===== src/hw/rtl/utf8_bom_stream_decoder_assert.svh =====
// Assertion macros, clocked on clk and disabled during rst.
`ifndef UTF8_BOM_STREAM_DECODER_ASSERT_SVH
`define UTF8_BOM_STREAM_DECODER_ASSERT_SVH

// Same-cycle implication.
`define UBSD_ASSERT_IMP(lbl, ante, cons) \
  lbl: assert property (@(posedge clk) disable iff (rst) (ante) |-> (cons)) \
    else $error("ubsd assertion failed");

// Next-cycle implication.
`define UBSD_ASSERT_NXT(lbl, ante, cons) \
  lbl: assert property (@(posedge clk) disable iff (rst) (ante) |=> (cons)) \
    else $error("ubsd assertion failed");

`endif


===== src/hw/rtl/ubsd_pkg.sv =====
`timescale 1ns / 1ps
package ubsd_pkg;

  localparam int CP_W    = 21;
  localparam int Q_DEPTH = 4;
  localparam int Q_AW    = $clog2(Q_DEPTH);

  localparam logic [7:0] MARK_B0 = 8'hEF;
  localparam logic [7:0] MARK_B1 = 8'hBB;
  localparam logic [7:0] MARK_B2 = 8'hBF;

  localparam logic [1:0] MARK_P0 = 2'd0;
  localparam logic [1:0] MARK_P1 = 2'd1;
  localparam logic [1:0] MARK_P2 = 2'd2;

  localparam logic [1:0] ST_OK       = 2'd0;
  localparam logic [1:0] ST_BAD_MARK = 2'd1;
  localparam logic [1:0] ST_BAD_DATA = 2'd2;

  typedef enum logic [2:0] {
    CLS_EOS,
    CLS_ASCII,
    CLS_LEAD2,
    CLS_LEAD3,
    CLS_LEAD4,
    CLS_CONT,
    CLS_BAD
  } byte_class_t;

  typedef struct packed {
    byte_class_t cls;
    logic [7:0]  data;
  } cmd_t;

endpackage


===== src/hw/rtl/ubsd_front.sv =====
`timescale 1ns / 1ps
module ubsd_front
  import ubsd_pkg::*;
(
  input  logic       clk,
  input  logic       rst,
  input  logic       in_valid,
  output logic       in_ready,
  input  logic       in_opcode,
  input  logic [7:0] in_byte,
  output logic       cmd_valid,
  input  logic       cmd_ready,
  output cmd_t       cmd
);

  byte_class_t cls_next;
  logic        take;

  always_comb begin
    if (in_opcode) begin
      cls_next = CLS_EOS;
    end else if (!in_byte[7]) begin
      cls_next = CLS_ASCII;
    end else if (!in_byte[6]) begin
      cls_next = CLS_CONT;
    end else if (!in_byte[5]) begin
      cls_next = CLS_LEAD2;
    end else if (!in_byte[4]) begin
      cls_next = CLS_LEAD3;
    end else if (!in_byte[3]) begin
      cls_next = CLS_LEAD4;
    end else begin
      cls_next = CLS_BAD;
    end
  end

  assign in_ready = !cmd_valid || cmd_ready;
  assign take     = in_valid && in_ready;

  always_ff @(posedge clk) begin
    if (rst) begin
      cmd_valid <= 1'b0;
    end else if (in_ready) begin
      cmd_valid <= in_valid;
    end
  end

  always_ff @(posedge clk) begin
    if (take) begin
      cmd.cls  <= cls_next;
      cmd.data <= in_byte;
    end
  end

endmodule


===== src/hw/rtl/ubsd_fifo.sv =====
`timescale 1ns / 1ps
module ubsd_fifo
  import ubsd_pkg::*;
(
  input  logic clk,
  input  logic rst,
  input  logic push,
  input  cmd_t push_data,
  output logic full,
  input  logic pop,
  output cmd_t pop_data,
  output logic empty
);

  cmd_t            slots [Q_DEPTH];
  logic [Q_AW-1:0] wr_ptr;
  logic [Q_AW-1:0] rd_ptr;
  logic [Q_AW:0]   count;
  logic            do_push;
  logic            do_pop;

  assign full     = (count == (Q_AW+1)'(Q_DEPTH));
  assign empty    = (count == '0);
  assign do_push  = push && !full;
  assign do_pop   = pop && !empty;
  assign pop_data = slots[rd_ptr];

  always_ff @(posedge clk) begin
    if (rst) begin
      wr_ptr <= '0;
      rd_ptr <= '0;
      count  <= '0;
    end else begin
      if (do_push) begin
        wr_ptr <= wr_ptr + 1'b1;
      end
      if (do_pop) begin
        rd_ptr <= rd_ptr + 1'b1;
      end
      if (do_push && !do_pop) begin
        count <= count + 1'b1;
      end else if (do_pop && !do_push) begin
        count <= count - 1'b1;
      end
    end
  end

  always_ff @(posedge clk) begin
    if (do_push) begin
      slots[wr_ptr] <= push_data;
    end
  end

endmodule


===== src/hw/rtl/ubsd_back.sv =====
`timescale 1ns / 1ps
`include "utf8_bom_stream_decoder_assert.svh"
module ubsd_back
  import ubsd_pkg::*;
(
  input  logic            clk,
  input  logic            rst,
  input  logic            cmd_valid,
  output logic            cmd_pop,
  input  cmd_t            cmd,
  output logic            out_valid,
  input  logic            out_ready,
  output logic [CP_W-1:0] out_code_point,
  output logic [1:0]      out_status
);

  logic            mark_seen;
  logic            mark_seen_next;
  logic [1:0]      mark_progress;
  logic [1:0]      mark_progress_next;
  logic [1:0]      bytes_remaining;
  logic [1:0]      bytes_remaining_next;
  logic [CP_W-1:0] partial_char;
  logic [CP_W-1:0] partial_char_next;
  logic [CP_W-1:0] shifted;
  logic            emit;
  logic [CP_W-1:0] emit_cp;
  logic [1:0]      emit_st;
  logic            mark_ok;

  assign cmd_pop = cmd_valid && (!out_valid || out_ready);
  assign shifted = {partial_char[CP_W-7:0], cmd.data[5:0]};

  always_comb begin
    case (mark_progress)
      MARK_P0: mark_ok = (cmd.data == MARK_B0);
      MARK_P1: mark_ok = (cmd.data == MARK_B1);
      MARK_P2: mark_ok = (cmd.data == MARK_B2);
      default: mark_ok = 1'b0;
    endcase
  end

  always_comb begin
    mark_seen_next       = mark_seen;
    mark_progress_next   = mark_progress;
    bytes_remaining_next = bytes_remaining;
    partial_char_next    = partial_char;
    emit                 = 1'b0;
    emit_cp              = '0;
    emit_st              = ST_OK;
    if (cmd.cls == CLS_EOS) begin
      mark_progress_next   = '0;
      bytes_remaining_next = '0;
      partial_char_next    = '0;
    end else if (!mark_seen) begin
      if (!mark_ok) begin
        mark_progress_next = '0;
        emit               = 1'b1;
        emit_st            = ST_BAD_MARK;
      end else if (mark_progress == MARK_P2) begin
        mark_seen_next     = 1'b1;
        mark_progress_next = '0;
      end else begin
        mark_progress_next = mark_progress + 1'b1;
      end
    end else if (bytes_remaining != '0) begin
      bytes_remaining_next = bytes_remaining - 1'b1;
      if (bytes_remaining == 2'd1) begin
        partial_char_next = '0;
        emit              = 1'b1;
        emit_cp           = shifted;
      end else begin
        partial_char_next = shifted;
      end
    end else begin
      case (cmd.cls)
        CLS_ASCII: begin
          emit    = 1'b1;
          emit_cp = {{(CP_W-7){1'b0}}, cmd.data[6:0]};
        end
        CLS_LEAD2: begin
          partial_char_next    = {{(CP_W-5){1'b0}}, cmd.data[4:0]};
          bytes_remaining_next = 2'd1;
        end
        CLS_LEAD3: begin
          partial_char_next    = {{(CP_W-4){1'b0}}, cmd.data[3:0]};
          bytes_remaining_next = 2'd2;
        end
        CLS_LEAD4: begin
          partial_char_next    = {{(CP_W-3){1'b0}}, cmd.data[2:0]};
          bytes_remaining_next = 2'd3;
        end
        default: begin
          partial_char_next = '0;
          emit              = 1'b1;
          emit_st           = ST_BAD_DATA;
        end
      endcase
    end
  end

  always_ff @(posedge clk) begin
    if (rst) begin
      mark_seen       <= 1'b0;
      mark_progress   <= '0;
      bytes_remaining <= '0;
      partial_char    <= '0;
      out_valid       <= 1'b0;
    end else begin
      if (cmd_pop) begin
        mark_seen       <= mark_seen_next;
        mark_progress   <= mark_progress_next;
        bytes_remaining <= bytes_remaining_next;
        partial_char    <= partial_char_next;
      end
      if (cmd_pop && emit) begin
        out_valid <= 1'b1;
      end else if (out_ready) begin
        out_valid <= 1'b0;
      end
    end
  end

  always_ff @(posedge clk) begin
    if (cmd_pop && emit) begin
      out_code_point <= emit_cp;
      out_status     <= emit_st;
    end
  end

  `UBSD_ASSERT_IMP(a_progress_range, 1'b1, mark_progress != 2'd3)
  `UBSD_ASSERT_NXT(a_mark_sticky, mark_seen, mark_seen)
  `UBSD_ASSERT_IMP(a_decode_after_mark, bytes_remaining != 2'd0, mark_seen && mark_progress == 2'd0)
  `UBSD_ASSERT_IMP(a_error_zero_cp, out_valid && out_status != ST_OK, out_code_point == '0)

endmodule


===== src/hw/rtl/utf8_bom_stream_decoder.sv =====
`timescale 1ns / 1ps
// UTF-8 decoder for a byte stream that must open with the mark EF BB BF.
// Input words on s_axis: tdata carries the byte, tuser the opcode
// (0 = data byte, 1 = end of source). Output words on m_axis: tdata
// carries the 21-bit code point, tuser the status (0 ok, 1 bad mark,
// 2 bad data). Mark bytes, lead bytes and inner continuation bytes of
// multi-byte characters and end of source produce no output word; every
// other byte produces exactly one.
// Throughput: one input word per cycle, sustained while m_axis_tready is
// high. A front stage classifies each byte into a register, a four-entry
// queue decouples it from the decoder, and the decoder retires one queued
// word per cycle into the output register unless a held word stalls it.
// A byte passes the front register and a queue slot before the output.
// Reset (rst, synchronous) clears the mark detector, the partial character
// and all queued words; the mark must then be seen again.
// When m_axis_tready is low a pending output word holds, the decoder stops,
// the queue and front stage fill, and s_axis_tready drops once both are full.
module utf8_bom_stream_decoder
  import ubsd_pkg::*;
(
  input  logic        clk,
  input  logic        rst,
  input  logic        s_axis_tvalid,
  output logic        s_axis_tready,
  input  logic [7:0]  s_axis_tdata,  // [7:0] byte_value
  input  logic        s_axis_tuser,  // [0] opcode
  output logic        m_axis_tvalid,
  input  logic        m_axis_tready,
  output logic [23:0] m_axis_tdata,  // [20:0] code_point, [23:21] zero
  output logic [1:0]  m_axis_tuser   // [1:0] status
);

  logic            f_valid;
  logic            f_ready;
  cmd_t            f_cmd;
  logic            q_full;
  logic            q_empty;
  logic            q_pop;
  cmd_t            q_cmd;
  logic [CP_W-1:0] code_point;

  ubsd_front u_front (
    .clk       (clk),
    .rst       (rst),
    .in_valid  (s_axis_tvalid),
    .in_ready  (s_axis_tready),
    .in_opcode (s_axis_tuser),
    .in_byte   (s_axis_tdata),
    .cmd_valid (f_valid),
    .cmd_ready (f_ready),
    .cmd       (f_cmd)
  );

  assign f_ready = !q_full;

  ubsd_fifo u_fifo (
    .clk       (clk),
    .rst       (rst),
    .push      (f_valid),
    .push_data (f_cmd),
    .full      (q_full),
    .pop       (q_pop),
    .pop_data  (q_cmd),
    .empty     (q_empty)
  );

  ubsd_back u_back (
    .clk            (clk),
    .rst            (rst),
    .cmd_valid      (!q_empty),
    .cmd_pop        (q_pop),
    .cmd            (q_cmd),
    .out_valid      (m_axis_tvalid),
    .out_ready      (m_axis_tready),
    .out_code_point (code_point),
    .out_status     (m_axis_tuser)
  );

  assign m_axis_tdata = {{(24-CP_W){1'b0}}, code_point};

endmodule


===== config.mk =====
export PLATFORM = sky130hd
export DESIGN_NAME = utf8_bom_stream_decoder
export DESIGN_NICKNAME = d
export VERILOG_FILES = /design/src/hw/rtl/ubsd_pkg.sv /design/src/hw/rtl/ubsd_front.sv /design/src/hw/rtl/ubsd_fifo.sv /design/src/hw/rtl/ubsd_back.sv /design/src/hw/rtl/utf8_bom_stream_decoder.sv
export VERILOG_INCLUDE_DIRS = /design/src /design/src/hw/rtl
export SDC_FILE = /design/constraint.sdc
export NUM_CORES = 1
export LEC_CHECK = 0
export BUFFER_PORTS_ARGS = -buffer_cell sky130_fd_sc_hd__buf_2
export CAP_MARGIN = 15
export CORE_ASPECT_RATIO = 1.5
export CORE_MARGIN = 3
export CORE_UTILIZATION = 53
export CTS_CLUSTER_SIZE = 25
export DETAILED_ROUTE_END_ITERATION = 16
export PLACE_DENSITY = 0.77
export SYNTH_ARGS = -nofsm -noshare
export SYNTH_HDL_FRONTEND = slang
export SYNTH_SLANG_ARGS = --single-unit

===== constraint.sdc =====
create_clock -name clk -period 2.88 [get_ports clk]
set_input_delay 0.576 -clock clk [delete_from_list [all_inputs] [get_ports clk]]
set_output_delay 0.576 -clock clk [all_outputs]
set_load 0.03 [all_outputs]

* After elaboration in Yosys (flattened, before gate mapping)
Memories as Yosys holds them, arrays and structs flattened. A register that Yosys moved wholly into a read port is not among the register bits. Cells that the tools add are included.
Operators by class: multiply operators 0, magnitude comparators 0, add/sub/neg operators 6, equality and inequality tests 13, shift operators 0, multiplexer cells 43, bitwise operators 4, divide/modulo/power cells 0, reduce and logical (&&, ||, !) cells 32
Operators by type and width (count):
- two-way mux 15 bit | 4
- case mux 15 bit (4 select lines) | 1
- two-way mux 21 bit | 2
- two-way mux 2 bit | 13
- equality test 8 bit, second input constant | 3
- two-way mux 1 bit | 15
- two-way mux 3 bit | 5
- nonzero test 2 bit | 4
- logical AND 1 bit | 7
- two-way mux 7 bit | 1
- adder 2 x 1 -> 2 bit, second input constant | 3
- equality test 3 x 2 -> 1 bit, second input constant | 2
- equality test 3 bit, second input constant | 2
- logical NOT 1 bit | 6
- logical NOT 3 bit | 2
- case mux 2 bit (3 select lines) | 1
- AND reduction 3 bit | 2
- OR reduction 3 bit | 2
- nonzero test 5 bit | 1
- equality test 2 x 1 -> 1 bit, second input constant | 2
- inverter 1 bit | 4
- AND reduction 2 bit | 2
- OR reduction 2 bit | 2
- OR reduction 4 bit | 1
- other kinds (10) | 11
Word-level totals: input port bits 13, logic and storage cells 114, bits in latches 0, flip-flop bits (word level) 63, memory bits (writable) 44, bits in read-only memories 0, output and inout port bits 28, memories 1
Memory list:
- u_fifo.slots | depth 4, width 11, read ports 1, clocked after Yosys merged registers in 1, wr ports 1, line ubsd_fifo.sv:15 | cmd_t slots [Q_DEPTH];

* Depth between registers and ports, before layout
Gate-level depths: netlist (run 1).
depth in word-level cells 8, mapped depth 9, gate-level depth less buffers 9

* By module
A second synthesis (run 1) with hierarchy kept.
Unflattened totals: cell total of the unflattened synthesis 302, area, all modules 4478.0 um2
By module, submodules not included:
- ubsd_fifo | cells an instance 105, area each 2055.7 um2, times used 1
- ubsd_back | cells an instance 168, area each 1966.9 um2, times used 1
- ubsd_front | cells an instance 23, area each 421.7 um2, times used 1
- utf8_bom_stream_decoder | cells an instance 6, area each 33.8 um2, times used 1

* Worst setup path after synthesis (run 1)
OpenSTA, ideal clock, no wires.
kind register to register, from reg with a tool-made name, to reg u_back.out_code_point[0], enable pin, setup time 0.411 ns, path slack -0.185 ns, path buffers 2, cell stages (with the launch flop) 8, arrival 2.655 ns, cell sequence dfxtp_1 -> buf_6 -> buf_6 -> mux4_2 -> nand4_1 -> or3b_1 -> o311ai_1 -> a21oi_1
RTL lines:
- to (signal assigned) | line ubsd_back.sv:126 | out_code_point <= emit_cp;
- to (decl) | line ubsd_back.sv:13 | output logic [CP_W-1:0] out_code_point,

==> results of run 1 <==
cell usage in the layout, fill, tap and decap left out, types with 3 or more instances in the layout:
cell,count
nand2_1,10
edfxtp_1,78
nor3_1,3
mux2i_1,4
conb_1,3
dfxtp_1,31
nand3_1,3
mux4_2,9
xnor2_1,3
ha_1,9
a31oi_1,4
nand2b_1,4
or3_1,3
a31o_1,10
a32o_1,3
nor3b_1,11
a211oi_1,4
and2_1,22
buf_4,17
a21oi_1,8
buf_2,37
a22o_1,4
clkbuf_16,9
inv_1,10
xor2_1,3
nor2_1,19
power groups by stage:
stage               clock network [uW]  registers [uW]  logic, uW
finish                            1110            2110       1500
global placement                     0            2140       1470
floorplan                            0            2480        687
global route                      1190            2140       1640
detailed placement                   0            2150       1490
CTS                               1140            2110       1510
critical path: cells and delay by family, from the launching register on:
family | cells | cell delay (ns)
mux | 1 | 0.60
simple gates | 4 | 1.18
flops | 1 | 0.42
buf+inv | 1 | 0.21
registers in the layout, indices dropped and copies added, names as in the netlist, named ones only:
name	flops
u_front.cmd_valid	1
u_back.out_status	2
u_back.mark_progress	2
u_back.bytes_remaining	2
u_fifo.count	3
u_front.cmd	11
u_fifo.slots	44
u_fifo.rd_ptr	2
u_back.partial_char	15
u_fifo.wr_ptr	2
u_back.out_valid	1
u_back.out_code_point	21
u_back.mark_seen	1
worst max path at each step:
stage,from,to
4_1_cts,register,u_back.partial_char[6]$_SDFFE_PP0P_
3_5_place_dp,register,u_back.out_code_point[5]$_SDFFCE_PP0P_
3_3_place_gp,register,u_back.out_code_point[4]$_SDFFCE_PP0P_
6_report,register,u_back.out_code_point[0]$_SDFFCE_PP0P_
2_1_floorplan,register,u_back.out_code_point[0]$_SDFFCE_PP0P_
5_1_grt,register,u_back.out_code_point[5]$_SDFFCE_PP0P_
cell families (layout without fill, tap and decap cells):
logic type	count (synthesis)	in the layout	synth area share
DFF	109	109	0.666
and+or+nand+nor	93	93	0.123
AOI/OAI and AO/OA	43	43	0.0717
buffers and inverters	25	82	0.0318
muxes	16	16	0.0655
adders and majority gates	10	10	0.0298
xor gates and xnor gates	6	6	0.0118
other	1	3	0.000843
what timing repair did:
| item | 4_1_cts | 5_1_grt |
|---|---|---|
| endpoints found under the setup margin | 23 | 6 |
| setup buffers | 0 | 0 |
| hold endpoints to repair | 0 | 0 |
| pin swaps | 0 | 0 |
| resized for setup | 1 | 2 |
layer usage:
metal	up-vias	share of wire
met5	-	0
met4	0	0.034
met3	19	0.038
met2	63	0.57
met1	1220	0.36
li1	1238	-
cell type report:
cell class                      instances  share of cell area
Sequential cell                       109               0.577
Multi-Input combinational cell        171               0.268
Timing Repair Buffer                   56              0.0687
Clock buffer                           11              0.0453
Tap cell                              105              0.0256
Clock inverter                          5             0.00804
Inverter                               10             0.00731
per-stage QoR:
stage / utilization / setup slack, ns
after floorplan: - / 0.304
after global placement: 0.597 / 0.0362
after detailed placement: 0.597 / -0.0200
after CTS: 0.632 / 0.154
after global routing: 0.634 / 0.0695
final: 0.634 / 0.209
==> impl_metrics.yaml, run 1 <==
drt:
  firstDrtPassIters: 4
  drt-initial-drc-count: 145
  viasPerCell: 5.44
  wl_per_cell_um: 15.5
  vias: 2540
  routed_wirelength_um: 7250
  drc_errors: 0
  antenna_left: 0
power:
  p_leak_uw: 0.00186
  swShare: 0.332
  power_switching_uw: 1570
  powerDensity_nw_per_um2: 919
  p_total_uw: 4720
  ir_drop_mv: 0.508
  clock_power_share: 0.236
  share_comb_of_total_power: 0.318
  internal_power_uw: 3160
  p_seq_frac: 0.447
floorplan:
  rows: 40
  start_util: 0.549
  die_area_um2: 9550
  die_w_um: 80.8
  core_region_area_um2: 8110
  top_level_ports: 41
  die_y_um: 118
clock_network:
  clockBufferDepth: 2
  clock-root-buffer: "clkbuf_16"
  clk_pin_slew_ns: 0.07
  ctsHoldBuffers: 0
  cts_buffers: 9
  cts_tree: "yes"
  cts_sinks: 109
  clock_latency_ns: 0.34
  h-tree-depth: 3
setup_path:
  r2r_slack_ns: 0.21
  reg2regPathDepth: 6
  crit_type: "reg2reg"
  critPathMaxFanout: 16
  worstPathRequired_ns: 2.97
  end_kind: "register"
  worstPathArrival_ns: 2.76
  timing.rr.end: "u_back.out_code_point[0]$_SDFFCE_PP0P_"
  startpoint_type: "register"
  crit_chain: "buf_4 -> mux4_2 -> or3_1 -> and3_4 -> or2_4 -> and2_1"
  slowest_stage: "mux4_2"
  crit_path_max_incr_delay_ns: 0.60
cells_and_area:
  stdcell_area_um2: 5140
  regArea_um2: 2960
  drive_gt1_frac: 0.243
  area_delta_synth_final_pct: 15.5
  multiInputGateArea_um2: 1380
  n_fill_cell: 602
  final_nets: 380
  antennaDiodeCount: 0
  stdcell_count: 467
grt:
  grt_overflow: 0
  grt_start_max_net_pins: 31
  grt_pass1_wl_um: 11800
  grt_pass1_vias: 2526
  use_met3: 0.0381
  met2_usage: 0.297
  top_usage_layer: "met2"
  antenna_found_initial: 0
  gr-usage-all-layers: 0.166
  grt.met1_usage: 0.172
timing:
  setup-violations-final: 0
  drv_slew: 0
  grt_setup_unrepaired: "false"
  fin_crit_ns: 2.67
  max_freq_mhz: 374
  max_slew_margin: 0.534
  tightest_slew_ns: 0.697
  skew_ns: 0.00574
  tns_ns: 0
  hold_violations: 0
  holdWs_ns: 0.407
  fin_crit_sh: 0.927
synthesis:
  async_flop_share: 0
  yosysTopAreaCell: "edfxtp_1"
  synth.area.top_cells: "edfxtp_1 53%, dfxtp_1 14%, mux4_2 4.6%"
  synth.cell_area_um2: 4450
  ys_seq_area_frac: 0.666
  yosys-top-cells-count: "78 x edfxtp_1, 31 x dfxtp_1, 22 x and2_1"
  ys_ff_latch: 109
  synth_edf_count: 78
  synth_cell_types: 52
  postSynthAreaPerCell_um2: 14.7
  synth_flop_cell: "edfxtp_1"
  yosysMostFrequentCell: "edfxtp_1"
  syn-instance-count: 303
  ys.warnings.count: 0
  synth_top_area_frac: 0.526
placement:
  place_inst: 451
  gp_congestion: 0.892
  dpl_cell_area_um2: 4840
  hpwlAfterDp_um: 5460
  port-buffer-count: 37
run:
  drv_cap: 0
hold_path:
  hp-start: "s_axis_tdata[1]"
  min_to: "u_front.cmd[1]$_DFFE_PP_"
  min_path_type: "in2reg"
  min_path_cells: 1
status:
  status: "complete, no violations"
No activity file was read; power rests on OpenSTA's default activity.
==> inputs of run 2 (changes only) <==
- PLACE_DENSITY: 0.77 -> 0.72
- REMOVE_ABC_BUFFERS: unset -> 1
==> run 2 against run 1 <==
  * Routed wire length barely moved
  * Clock power up 14%
  * Worst hold slack worse by 0.013 ns
  * Critical endpoint is now u_back.out_code_point[9]$_SDFFCE_PP0P_
  * Fmax grew 3.8%
  * Clock skew grew 0.0033 ns
  * Sequential cell count is the same
  * Critical path depth rose by 1
  * Highest routed layer unchanged
  * Sequential power barely moved
==> impl_metrics.yaml, run 2 (synthesis results as in run 1) <==
status:
  status: "complete, no violations"
drt:
  routed_wirelength_um: 7250
  wl_per_cell_um: 15.7
  met3_wirelength_um: 288
  wl_met2_um: 4010
  drc_errors: 0
  viasPerCell: 5.47
  vias: 2528
  drt-initial-drc-count: 135
  firstDrtPassIters: 4
  antenna_left: 0
  wl_met1_um: 2770
  highest_layer: "met4"
timing:
  fin_crit_sh: 0.893
  drv_slew: 0
  hold_violations: 0
  max_freq_mhz: 389
  skew_ns: 0.00909
  holdWs_ns: 0.393
  setup-violations-final: 0
  fin_crit_ns: 2.57
  tightest_slew_ns: 0.652
  grt_setup_unrepaired: "false"
  max_slew_margin: 0.564
floorplan:
  core_region_area_um2: 8110
  rows: 40
  top_level_ports: 41
  die_w_um: 80.8
  die_area_um2: 9550
  start_util: 0.549
  die_y_um: 118
power:
  p_total_uw: 4800
  powerDensity_nw_per_um2: 940
  p_leak_uw: 0.00185
  ir_drop_mv: 0.499
placement:
  port-buffer-count: 37
  gp_congestion: 0.864
  hpwlAfterDp_um: 5340
grt:
  grt_pass1_vias: 2470
  grt_overflow: 0
  grt_pass1_wl_um: 11900
  gr-usage-all-layers: 0.170
  antenna_found_initial: 0
  grt_start_max_net_pins: 24
clock_network:
  cts_tree: "yes"
  cts-resized-gates: 0
  clock_latency_ns: 0.35
  cts_sinks: 109
  clockBufferDepth: 2
  post_cts_buffers: 0
  h-tree-depth: 3
  ctsHoldBuffers: 0
  clk_pin_slew_ns: 0.07
  clock-root-buffer: "clkbuf_16"
  cts_buffers: 9
setup_path:
  startpoint_type: "register"
  critPathMaxFanout: 23
  worstPathArrival_ns: 2.68
  worstPathRequired_ns: 2.99
  end_kind: "register"
  r2r_slack_ns: 0.31
  crit_type: "reg2reg"
run:
  drv_cap: 0
cells_and_area:
  layout_commonest_cell: "edfxtp_1"
  reg_top3: "u_fifo.slots x44, u_back.out_code_point x21, u_back.partial_char x15"
  area_delta_synth_final_pct: 14.7
  layout_common_cells: "78 x edfxtp_1, 37 x buf_2, 30 x dfxtp_1"
  largest_register_ffs: 44
  drive_gt1_frac: 0.241
  final_nets: 375
  antennaDiodeCount: 0
  fin_util: 0.629
  largest_register: "u_fifo.slots"
hold_path:
  min_path_type: "in2reg"
run 2: cell count changes in the layout (fill, tap and decap cells not counted), moves of 2 or more:
cell | previous run | this run
a21oi_4 | 2 | 0
clkbuf_1 | 2 | 0
buf_4 | 17 | 13
a21oi_2 | 0 | 2
run 2: worst paths after layout:
kind                                             from                                endpoint  cells past startpoint
setup / recovery                             register  u_back.out_code_point[9]$_SDFFCE_PP0P_                      7
hold / removal                        s_axis_tdata[2]                u_front.cmd[2]$_DFFE_PP_                      1
setup reg to reg                             register  u_back.out_code_point[9]$_SDFFCE_PP0P_                      7
hold reg to reg   u_back.partial_char[7]$_SDFFE_PP0P_    u_back.partial_char[13]$_SDFFE_PP0P_                      1
run 2: power by group:
part,total [uW],internal [uW],leakage [uW],switching (uW)
clock,1260,694,0.000155,562
sequential,2120,2000,0.000989,119
combinational,1420,507,0.000709,913
run 2: layout make-up:
type	instances	area [um^2]
multi-input cells	171	1360
well taps	105	131
clock buffers	9	225
clock inverters	7	83.8
inverters	10	37.5
fillers	628	3010
repair buffers	51	303
flip-flops and latches	109	2960
run 2: stage by stage:
step | cells | cell area [um^2] | setup WS (ns) | setup TNS [ns]
finish | 462 | 5100 | 0.307 | 0
floorplan | 290 | 4350 | -0.461 | -10.93
detailed placement | 446 | 4790 | 0.155 | 0
global route | 462 | 5100 | 0.161 | 0
CTS | 462 | 5100 | 0.135 | 0
global placement | 446 | 4790 | 0.181 | 0
run 2: critical path, cell delays in order (launching register included):
cell	delay (ns)
dfxtp_1	0.45
mux2i_1	0.30
or2b_1	0.24
mux4_2	0.50
o311ai_1	0.40
buf_4	0.20
a21oi_2	0.07
buf_12	0.17
run 2: metal layers:
metal / vias to the layer above / track usage
met5: - / 0
met4: 0 / 0.0846
met3: 16 / 0.0526
met2: 54 / 0.293
met1: 1226 / 0.182
li1: 1232 / -
